<file path="config.mk">
export PLATFORM = sky130hd
export DESIGN_NAME = battery_charge_monitor_flat
export DESIGN_NICKNAME = d
export VERILOG_FILES = /design/src/hdl/bcm_pkg.sv /design/src/hdl/bcm_sample_if.sv /design/src/hdl/bcm_result_if.sv /design/src/hdl/battery_charge_monitor.sv /design/src/hdl/bcm_ctrl.sv /design/src/hdl/bcm_datapath.sv /design/src/flat_wrapper.sv
export SDC_FILE = /design/constraint.sdc
export NUM_CORES = 2
export LEC_CHECK = 0
export ABC_AREA = 1
export ABC_CLOCK_PERIOD_IN_PS = 16530
export BUFFER_PORTS_ARGS = -buffer_cell sky130_fd_sc_hd__buf_2
export CAP_MARGIN = 20
export CORE_MARGIN = 5
export CORE_UTILIZATION = 60
export CTS_BUF_LIST = sky130_fd_sc_hd__clkbuf_2
export CTS_CLUSTER_SIZE = 14
export DETAILED_ROUTE_END_ITERATION = 16
export HOLD_SLACK_MARGIN = 0.1
export PLACE_DENSITY = 0.74
export SKIP_LAST_GASP = 1
export SYNTH_ARGS = -nofsm -noshare
export SYNTH_HDL_FRONTEND = slang
export SYNTH_HIERARCHICAL = 1
export SYNTH_SLANG_ARGS = --single-unit
</file>
<file path="constraint.sdc">
create_clock -name clk -period 16.53 [get_ports clk]
set_input_delay 0.8265 -clock clk [delete_from_list [all_inputs] [get_ports clk]]
set_output_delay 0.8265 -clock clk [all_outputs]
set_load 0.05 [all_outputs]
</file>
<file path="src/hdl/bcm_pkg.sv">
package bcm_pkg;

  localparam int VoltW    = 15;
  localparam int CurW     = 16;
  localparam int AvgW     = 32;
  localparam int AccW     = 48;
  localparam int AlphaW   = 16;
  localparam int CountW   = 8;
  localparam int PctW     = 7;
  localparam int ChargeW  = 32;
  localparam int RegIdxW  = 3;
  localparam int RegDataW = 16;

  // (v - empty) * 100 needs 22 bits; the divider retires one quotient bit a step
  localparam int NumW     = VoltW + PctW;
  localparam int DivSteps = NumW;
  localparam int DivCntW  = $clog2(DivSteps);

  localparam logic [CountW-1:0] LowRunMax = 8'd250;
  localparam logic [PctW-1:0]   PctFull   = 7'd100;

  // register indexes
  localparam logic [RegIdxW-1:0] RegMonitorEnabled = 3'd0;
  localparam logic [RegIdxW-1:0] RegCriticalMv     = 3'd1;
  localparam logic [RegIdxW-1:0] RegNoiseFloorMv   = 3'd2;
  localparam logic [RegIdxW-1:0] RegConfirm        = 3'd3;
  localparam logic [RegIdxW-1:0] RegAlpha          = 3'd4;
  localparam logic [RegIdxW-1:0] RegEmptyMv        = 3'd5;
  localparam logic [RegIdxW-1:0] RegFullMv         = 3'd6;

  // reset values
  localparam logic                RstEnabled  = 1'b1;
  localparam logic [VoltW-1:0]    RstCritical = 15'd3100;
  localparam logic [VoltW-1:0]    RstNoise    = 15'd2000;
  localparam logic [CountW-1:0]   RstConfirm  = 8'd5;
  localparam logic [AlphaW-1:0]   RstAlpha    = 16'd3277;
  localparam logic [VoltW-1:0]    RstEmpty    = 15'd3000;
  localparam logic [VoltW-1:0]    RstFull     = 15'd4200;

  typedef enum logic [2:0] {
    ST_IDLE,
    ST_MULT,
    ST_AVG,
    ST_CHARGE,
    ST_DIV,
    ST_DONE
  } ctrl_state_t;

  typedef struct packed {
    logic load;      // capture the sample
    logic mult;      // average product, percent numerator, low run
    logic avg;       // update the average
    logic charge;    // accumulate charge, arm the divider
    logic div_step;  // one restoring division step
    logic out_load;  // move results into the output register
  } dp_cmd_t;

  typedef struct packed {
    logic div_last;
    logic critical;
  } dp_status_t;

endpackage

</file>
<file path="src/hdl/bcm_sample_if.sv">
interface bcm_sample_if;
  logic                              valid;
  logic                              ready;
  logic        [bcm_pkg::VoltW-1:0]  voltage_mv;
  logic signed [bcm_pkg::CurW-1:0]   current_ma;

  modport source (output valid, output voltage_mv, output current_ma, input ready);
  modport sink   (input valid, input voltage_mv, input current_ma, output ready);
endinterface

</file>
<file path="src/hdl/bcm_result_if.sv">
interface bcm_result_if;
  logic                                valid;
  logic                                ready;
  logic signed [bcm_pkg::CurW-1:0]     avg_current_ma;
  logic signed [bcm_pkg::ChargeW-1:0]  charge_mas;
  logic        [bcm_pkg::PctW-1:0]     battery_percent;
  logic                                battery_critical;
  logic        [bcm_pkg::CountW-1:0]   low_run_count;

  modport source (output valid, output avg_current_ma, output charge_mas,
                  output battery_percent, output battery_critical,
                  output low_run_count, input ready);
  modport sink   (input valid, input avg_current_ma, input charge_mas,
                  input battery_percent, input battery_critical,
                  input low_run_count, output ready);
endinterface

</file>
<file path="src/hdl/battery_charge_monitor.sv">
// Coulomb-counting battery monitor. Each sample beat carries a bus voltage
// (mV) and a signed current (mA); with monitor_enabled low both are taken as
// zero. The current is smoothed by an exponential average in Q16 (reloaded
// from the sample when it is exactly zero), the average is added into a
// saturating 48-bit Q16 charge accumulator (mA-s), a run of consecutive low
// readings latches battery_critical once it reaches confirm_samples (only
// reset clears it), and battery_percent maps voltage linearly between
// empty_mv and full_mv, clamped to 0..100. One result beat leaves per sample
// beat. The block works one sample at a time: a sample is accepted, then come
// the alpha multiply, the average update, the charge update, the restoring
// percent division (one quotient bit a cycle) and the load of the output
// register, in that order; the next sample is accepted only once the previous
// result is loaded. The output register lets the next sample be accepted while
// a result still waits; a second result stalls in the last step until the
// first is taken. Configuration writes take effect on the next edge; write
// them only while no sample is in flight. Indexes above 6 are ignored.
module battery_charge_monitor (
  input  logic                            clk,
  input  logic                            rst,
  bcm_sample_if.sink                      sample,
  bcm_result_if.source                    result,
  input  logic                            write_en,
  input  logic [bcm_pkg::RegIdxW-1:0]     write_index,
  input  logic [bcm_pkg::RegDataW-1:0]    write_data
);
  import bcm_pkg::*;

  dp_cmd_t    cmd;
  dp_status_t status;

  // sequencer: walks one sample through the datapath steps
  bcm_ctrl u_ctrl (
    .clk       (clk),
    .rst       (rst),
    .in_valid  (sample.valid),
    .in_ready  (sample.ready),
    .out_valid (result.valid),
    .out_ready (result.ready),
    .cmd       (cmd),
    .status    (status)
  );

  // registers, state, multiplier and divider
  bcm_datapath u_dp (
    .clk              (clk),
    .rst              (rst),
    .write_en         (write_en),
    .write_index      (write_index),
    .write_data       (write_data),
    .voltage_mv       (sample.voltage_mv),
    .current_ma       (sample.current_ma),
    .cmd              (cmd),
    .status           (status),
    .avg_current_ma   (result.avg_current_ma),
    .charge_mas       (result.charge_mas),
    .battery_percent  (result.battery_percent),
    .battery_critical (result.battery_critical),
    .low_run_count    (result.low_run_count)
  );

  // critical flag never drops once latched
  a_critical_sticky: assert property (@(posedge clk) disable iff (rst)
    status.critical |=> status.critical)
    else $error("critical latch dropped");

  // a sample is worked one at a time: no accept right after an accept
  a_one_in_flight: assert property (@(posedge clk) disable iff (rst)
    (sample.valid && sample.ready) |=> !sample.ready)
    else $error("sample accepted while busy");

  // results stay within their ranges
  a_result_range: assert property (@(posedge clk) disable iff (rst)
    result.valid |-> (result.battery_percent <= PctFull) &&
                     (result.low_run_count <= LowRunMax))
    else $error("result field out of range");

  // the output register is loaded only when it is empty or being drained
  a_no_overwrite: assert property (@(posedge clk) disable iff (rst)
    cmd.out_load |-> (!result.valid || result.ready))
    else $error("pending result overwritten");

endmodule

</file>
<file path="src/hdl/bcm_ctrl.sv">
module bcm_ctrl (
  input  logic                clk,
  input  logic                rst,
  input  logic                in_valid,
  output logic                in_ready,
  output logic                out_valid,
  input  logic                out_ready,
  output bcm_pkg::dp_cmd_t    cmd,
  input  bcm_pkg::dp_status_t status
);
  import bcm_pkg::*;

  ctrl_state_t state, state_next;
  logic        out_full, out_full_next;

  always_ff @(posedge clk) begin
    if (rst) begin
      state    <= ST_IDLE;
      out_full <= 1'b0;
    end else begin
      state    <= state_next;
      out_full <= out_full_next;
    end
  end

  always_comb begin
    state_next = state;
    cmd        = '0;
    in_ready   = 1'b0;
    unique case (state)
      ST_IDLE: begin
        in_ready = 1'b1;
        if (in_valid) begin
          cmd.load   = 1'b1;
          state_next = ST_MULT;
        end
      end
      ST_MULT: begin
        cmd.mult   = 1'b1;
        state_next = ST_AVG;
      end
      ST_AVG: begin
        cmd.avg    = 1'b1;
        state_next = ST_CHARGE;
      end
      ST_CHARGE: begin
        cmd.charge = 1'b1;
        state_next = ST_DIV;
      end
      ST_DIV: begin
        cmd.div_step = 1'b1;
        if (status.div_last) state_next = ST_DONE;
      end
      ST_DONE: begin
        // wait for the output register to drain
        if (!out_full || out_ready) begin
          cmd.out_load = 1'b1;
          state_next   = ST_IDLE;
        end
      end
      default: state_next = ST_IDLE;
    endcase
  end

  always_comb begin
    out_valid = out_full;
    priority if (cmd.out_load) out_full_next = 1'b1;
    else if (out_ready)        out_full_next = 1'b0;
    else                       out_full_next = out_full;
  end

endmodule

</file>
<file path="src/hdl/bcm_datapath.sv">
module bcm_datapath (
  input  logic                                clk,
  input  logic                                rst,
  input  logic                                write_en,
  input  logic        [bcm_pkg::RegIdxW-1:0]  write_index,
  input  logic        [bcm_pkg::RegDataW-1:0] write_data,
  input  logic        [bcm_pkg::VoltW-1:0]    voltage_mv,
  input  logic signed [bcm_pkg::CurW-1:0]     current_ma,
  input  bcm_pkg::dp_cmd_t                    cmd,
  output bcm_pkg::dp_status_t                 status,
  output logic signed [bcm_pkg::CurW-1:0]     avg_current_ma,
  output logic signed [bcm_pkg::ChargeW-1:0]  charge_mas,
  output logic        [bcm_pkg::PctW-1:0]     battery_percent,
  output logic                                battery_critical,
  output logic        [bcm_pkg::CountW-1:0]   low_run_count
);
  import bcm_pkg::*;

  localparam int DiffW = AvgW + 1;
  localparam int ProdW = DiffW + AlphaW + 1;
  localparam int SumW  = AccW + 1;

  // configuration
  logic              monitor_enabled;
  logic [VoltW-1:0]  critical_threshold_mv;
  logic [VoltW-1:0]  noise_floor_mv;
  logic [CountW-1:0] confirm_samples;
  logic [AlphaW-1:0] current_alpha_q16;
  logic [VoltW-1:0]  empty_mv;
  logic [VoltW-1:0]  full_mv;

  // state
  logic signed [AvgW-1:0] avg_q16;
  logic signed [AccW-1:0] acc_q16;
  logic [CountW-1:0]      low_count;
  logic                   critical_latch;

  // work registers
  logic [VoltW-1:0]        volt;
  logic signed [CurW-1:0]  cur;
  logic signed [ProdW-1:0] prod;
  logic [NumW-1:0]         div_q;
  logic [VoltW-1:0]        div_r;
  logic [VoltW-1:0]        div_den;
  logic [DivCntW-1:0]      div_cnt;
  logic                    pct_zero;
  logic                    pct_full;

  always_ff @(posedge clk) begin
    if (rst) begin
      monitor_enabled       <= RstEnabled;
      critical_threshold_mv <= RstCritical;
      noise_floor_mv        <= RstNoise;
      confirm_samples       <= RstConfirm;
      current_alpha_q16     <= RstAlpha;
      empty_mv              <= RstEmpty;
      full_mv               <= RstFull;
    end else if (write_en) begin
      unique case (write_index)
        RegMonitorEnabled: monitor_enabled       <= write_data[0];
        RegCriticalMv:     critical_threshold_mv <= write_data[VoltW-1:0];
        RegNoiseFloorMv:   noise_floor_mv        <= write_data[VoltW-1:0];
        RegConfirm:        confirm_samples       <= write_data[CountW-1:0];
        RegAlpha:          current_alpha_q16     <= write_data[AlphaW-1:0];
        RegEmptyMv:        empty_mv              <= write_data[VoltW-1:0];
        RegFullMv:         full_mv               <= write_data[VoltW-1:0];
        default: ;
      endcase
    end
  end

  // averaging
  logic signed [AvgW-1:0]  target;
  logic signed [DiffW-1:0] diff;
  logic signed [ProdW-DiffW-1:0] alpha_s;
  logic signed [ProdW-16-1:0] step;
  logic signed [ProdW-16-1:0] avg_sum;

  assign target  = {cur, 16'b0};
  assign diff    = DiffW'(target) - DiffW'(avg_q16);
  assign alpha_s = {1'b0, current_alpha_q16};
  assign step    = prod[ProdW-1:16];  // floor by 2^16
  assign avg_sum = step + (ProdW-16)'(avg_q16);

  // charge
  logic signed [SumW-1:0] acc_sum;
  logic signed [AccW-1:0] acc_sat;

  assign acc_sum = SumW'(acc_q16) + SumW'(avg_q16);
  always_comb begin
    if (acc_sum[SumW-1] != acc_sum[SumW-2])
      acc_sat = acc_sum[SumW-1] ? {1'b1, {(AccW-1){1'b0}}} : {1'b0, {(AccW-1){1'b1}}};
    else
      acc_sat = acc_sum[AccW-1:0];
  end

  // low run
  logic              is_low;
  logic [CountW-1:0] low_next;

  assign is_low = monitor_enabled && (volt > noise_floor_mv) && (volt < critical_threshold_mv);
  always_comb begin
    if (!is_low)                low_next = '0;
    else if (low_count < LowRunMax) low_next = low_count + 1'b1;
    else                        low_next = low_count;
  end

  // percent numerator and divider step
  logic [VoltW-1:0] dv;
  logic [VoltW:0]   div_rs;
  logic             div_ge;

  assign dv     = volt - empty_mv;
  assign div_rs = {div_r, div_q[NumW-1]};
  assign div_ge = div_rs >= {1'b0, div_den};

  always_ff @(posedge clk) begin
    if (rst) begin
      avg_q16        <= '0;
      acc_q16        <= '0;
      low_count      <= '0;
      critical_latch <= 1'b0;
    end else begin
      if (cmd.mult) begin
        low_count <= low_next;
        if (low_next >= confirm_samples) critical_latch <= 1'b1;
      end
      if (cmd.avg) begin
        if (avg_q16 == '0) avg_q16 <= target;
        else               avg_q16 <= avg_sum[AvgW-1:0];
      end
      if (cmd.charge) acc_q16 <= acc_sat;
    end
  end

  always_ff @(posedge clk) begin
    if (cmd.load) begin
      volt <= monitor_enabled ? voltage_mv : '0;
      cur  <= monitor_enabled ? current_ma : '0;
    end
    if (cmd.mult) begin
      prod     <= diff * alpha_s;
      div_q    <= NumW'(dv) * NumW'(PctFull);
      div_den  <= full_mv - empty_mv;
      pct_zero <= volt <= empty_mv;
      pct_full <= full_mv <= empty_mv;
    end
    if (cmd.charge) begin
      div_r   <= '0;
      div_cnt <= DivCntW'(DivSteps - 1);
    end
    if (cmd.div_step) begin
      div_r   <= div_ge ? VoltW'(div_rs - {1'b0, div_den}) : div_rs[VoltW-1:0];
      div_q   <= {div_q[NumW-2:0], div_ge};
      div_cnt <= div_cnt - 1'b1;
    end
    if (cmd.out_load) begin
      avg_current_ma   <= avg_q16[AvgW-1:16];
      charge_mas       <= acc_q16[AccW-1:16];
      battery_critical <= critical_latch;
      low_run_count    <= low_count;
      priority if (pct_zero)          battery_percent <= '0;
      else if (pct_full)              battery_percent <= PctFull;
      else if (div_q > NumW'(PctFull)) battery_percent <= PctFull;
      else                            battery_percent <= div_q[PctW-1:0];
    end
  end

  assign status.div_last = div_cnt == '0;
  assign status.critical = critical_latch;

endmodule
</file>
<file path="src/flat_wrapper.sv">
// flat-port wrapper written by rule: the top's interface ports become plain ports
module battery_charge_monitor_flat import bcm_pkg::*;
  (clk, rst, write_en, write_index, write_data, sample_valid, sample_voltage_mv, sample_current_ma, sample_ready, result_valid, result_avg_current_ma, result_charge_mas, result_battery_percent, result_battery_critical, result_low_run_count, result_ready);
  bcm_sample_if sample_i ();
  bcm_result_if result_i ();
  input  logic clk;
  input  logic rst;
  input  logic write_en;
  input  logic [bcm_pkg::RegIdxW-1:0] write_index;
  input  logic [bcm_pkg::RegDataW-1:0] write_data;
  input wire logic [$bits(sample_i.valid)-1:0] sample_valid;
  input wire logic [$bits(sample_i.voltage_mv)-1:0] sample_voltage_mv;
  input wire logic [$bits(sample_i.current_ma)-1:0] sample_current_ma;
  output wire logic [$bits(sample_i.ready)-1:0] sample_ready;
  output wire logic [$bits(result_i.valid)-1:0] result_valid;
  output wire logic [$bits(result_i.avg_current_ma)-1:0] result_avg_current_ma;
  output wire logic [$bits(result_i.charge_mas)-1:0] result_charge_mas;
  output wire logic [$bits(result_i.battery_percent)-1:0] result_battery_percent;
  output wire logic [$bits(result_i.battery_critical)-1:0] result_battery_critical;
  output wire logic [$bits(result_i.low_run_count)-1:0] result_low_run_count;
  input wire logic [$bits(result_i.ready)-1:0] result_ready;
  assign sample_i.valid = sample_valid;
  assign sample_i.voltage_mv = sample_voltage_mv;
  assign sample_i.current_ma = sample_current_ma;
  assign sample_ready = sample_i.ready;
  assign result_valid = result_i.valid;
  assign result_avg_current_ma = result_i.avg_current_ma;
  assign result_charge_mas = result_i.charge_mas;
  assign result_battery_percent = result_i.battery_percent;
  assign result_battery_critical = result_i.battery_critical;
  assign result_low_run_count = result_i.low_run_count;
  assign result_i.ready = result_ready;
  battery_charge_monitor u_core (.clk(clk), .rst(rst), .sample(sample_i), .result(result_i), .write_en(write_en), .write_index(write_index), .write_data(write_data));
endmodule
</file>
==> implementation parameters <==
Parameter                              Value

Cells and area
  Fillers ... 6,425
  Most common cell after layout, fill and taps aside ... sky130_fd_sc_hd__nand2_1
  Non-Filler Instances ... 6,877
  Fraction of layout instances using a drive strength above 1 ... 7.68%
  Design area ... 46,400 µm²
  Area overhead of the layout relative to synthesis ... 6.67%
  Leading cell types in the layout, fill and taps excluded ... 1,195 x sky130_fd_sc_hd__nand2_1, 1,189 x sky130_fd_sc_hd__inv_1, 503 x sky130_fd_sc_hd__nor2_1
  # nets final ... 6,739

STA
  Setup tns final ... 0 ns
  Final hold violations ... 0
  Unrepaired setup endpoints after global routing ... no
  Final cycle utilization of the critical path ... 56.5%
  Measured slew at the worst slew-check pin ... 1.16 ns
  Max-slew headroom at the worst pin ... 22.5%
  Achievable clock frequency ... 107 MHz
  # setup viols final ... 0
  Shortest period the worst path allows ... 9.34 ns
  Final-layout worst hold slack ... 0.260 ns
  Post-Route Skew ... 0.0942 ns
  Max Transition Viols Final ... 0

Critical path
  Critical path's slowest cell ... sky130_fd_sc_hd__dfxtp_1
  Capture instance of the worst register-to-register path ... u_core/u_dp/prod[46]
  Slowest stage delay, CP ... 1.04 ns
  Data arrival, critical path ... 10.15 ns
  Startpoint-to-endpoint class of the critical path ... reg2reg
  CP Launch Type ... flip-flop
  Minimum setup slack among reg-to-reg paths ... 7.19 ns
  WP data required ... 17.34 ns
  CP Launch Point ... u_core/u_dp/avg_q16[31]
  CP max FO ... 21
  R2R depth ... 28
  Critical register-to-register path startpoint ... u_core/u_dp/avg_q16[31]
  Cell repeated most along the worst path ... sky130_fd_sc_hd__inv_1
  Critical Path End Type ... flip-flop

CTS
  TritonCTS clock tree ... yes
  Clock slew at reported path FFs ... 0.10 ns
  Inserted Clock Buffers ... 92
  Clock Path Buffers ... 3
  Worst-skew pair later-pin latency ... 1.14 ns
  Number of gates resized after cts ... 0
  H-Tree Depth ... 3
  Number of clock sinks ... 364
  Clock tree root buffer cell ... sky130_fd_sc_hd__clkbuf_2

Synthesis
  Mean post-synth cell area ... 7.65 µm²
  Mapped cell area ... 43,500 µm²
  Number of cells produced by synthesis ... 5,691
  Number of warning messages in the yosys log ... 6
  Net Count, Synth ... 6,588

Placement
  Total placed cells including tap cells ... 6,646
  Detailed-placement wirelength estimate ... 108,000 µm
  Port Buf Inserts ... 120
  Instance area at placement ... 44,900 µm²
  GP Congestion ... 1.02

Detailed routing
  DRT antenna net count ... 0
  Starting DRC count in detailed routing ... 3,108
  Number of vias in the routed layout ... 38,700
  Via density ... 5.62
  Pre-Repair DR Iteration Count ... 6
  Drt wl/cell ... 19.8 µm
  DRT Wirelength ... 136,000 µm
  Drc violations ... 0

Worst hold path
  Hold path startpoint ... write_en
  Class of the most critical hold timing path ... in2reg
  Worst hold path depth ... 5
  End point of the most critical hold path ... u_core/u_dp/monitor_enabled

Floorplan
  Count of pins on the block boundary ... 121
  Width of the chip ... 279 µm
  Std-Cell Rows ... 98
  Standard cell core area ... 71,700 µm²
  Vertical die dimension ... 279 µm
  Initial Utilization ... 60.7%
  Die ar. ... 78,000 µm²

GRT
  Number of global-route vias before repair ... 39,000
  Overall overflow remaining after global route ... 0
  Largest net degree at the start of global routing ... 114
  Wire length of the first global-routing pass ... 211,000 µm
  Number of antenna violations at the first check in global routing ... 3
  GRT Overall Usage ... 34.5%

Run
  Max Cap Violations ... 0

Status
  Result of the run ... finished, final reports clean
[repair_timing]
item | 4_1_cts | 5_1_grt
endpoints found under the setup margin | 0 | 0
endpoints found under the hold margin | 117 | 0
setup buffers | 0 | 0
hold buffers | 52 | 0
[layout make-up]
| cell class | instances | area, µm² | area share, % |
|---|---|---|---|
| Sequential cell | 364 | 9150 | 19.7 |
| Inverter | 1216 | 4570 | 9.84 |
| Clock inverter | 41 | 273 | 0.588 |
| Antenna cell | 5 | 12.5 | 0.0270 |
| Multi-Input combinational cell | 3960 | 29200 | 62.8 |
| Clock buffer | 133 | 666 | 1.43 |
| Tap cell | 950 | 1190 | 2.56 |
| Timing Repair Buffer | 208 | 1410 | 3.04 |
[critical path, delay by kind of cell, from the launching register on]
| kind | cells | cell delay, ns |
|---|---|---|
| adders and majority gates | 8 | 4.09 |
| buffers and inverters | 8 | 0.82 |
| xor gates and xnor gates | 1 | 0.10 |
| DFF | 1 | 1.04 |
| and+or+nand+nor | 11 | 2.99 |
[registers in the layout, indices dropped and copies added, names as in the netlist, 3 cells and up]
signal and flops:
u_core/u_dp/confirm_samples 8, u_core/u_dp/charge_mas 32, u_core/u_dp/critical_threshold_mv 15, u_core/u_dp/low_count 8, u_core/u_dp/volt 15, u_core/u_dp/avg_q16 32
u_core/u_dp/acc_q16 48, u_core/u_dp/cur 16, u_core/u_dp/low_run_count 8, u_core/u_dp/div_q 22, u_core/u_dp/div_r 15, u_core/u_ctrl/state 3
u_core/u_dp/avg_current_ma 16, u_core/u_dp/empty_mv 15, u_core/u_dp/full_mv 15, u_core/u_dp/div_den 15, u_core/u_dp/div_cnt 5, u_core/u_dp/current_alpha_q16 16
u_core/u_dp/noise_floor_mv 15, u_core/u_dp/prod 32, u_core/u_dp/battery_percent 7
[routing by layer]
layer / global-route usage (%) / part of all wire (%)
met1: 42.8 / 39
met2: 58.5 / 47
met3: 5.03 / 7.6
met4: 18.7 / 6.2
met5: 0 / 0
[worst max-delay path by stage]
stage,to,slack (ns),depth (start not counted)
floorplan,u_core/u_dp/prod[47],9.27,30
global placement,u_core/u_dp/prod[46],7.46,27
detailed placement,u_core/u_dp/prod[46],7.39,28
CTS,u_core/u_dp/prod[46],7.41,28
global route,u_core/u_dp/prod[46],6.87,28
finish,u_core/u_dp/prod[46],7.19,28
[stage by stage]
| step | setup WS [ns] | util (%) |
|---|---|---|
| after global routing | 6.87 | 64.7 |
| final | 7.19 | 64.7 |
| after CTS | 7.41 | 64.7 |
| after detailed placement | 7.39 | 62.7 |
| after global placement | 7.46 | 62.6 |
| after floorplan | 9.27 | - |
Power is not shown: default switching activity piles up to over one toggle a cycle in this logic, so the estimate is an artifact.
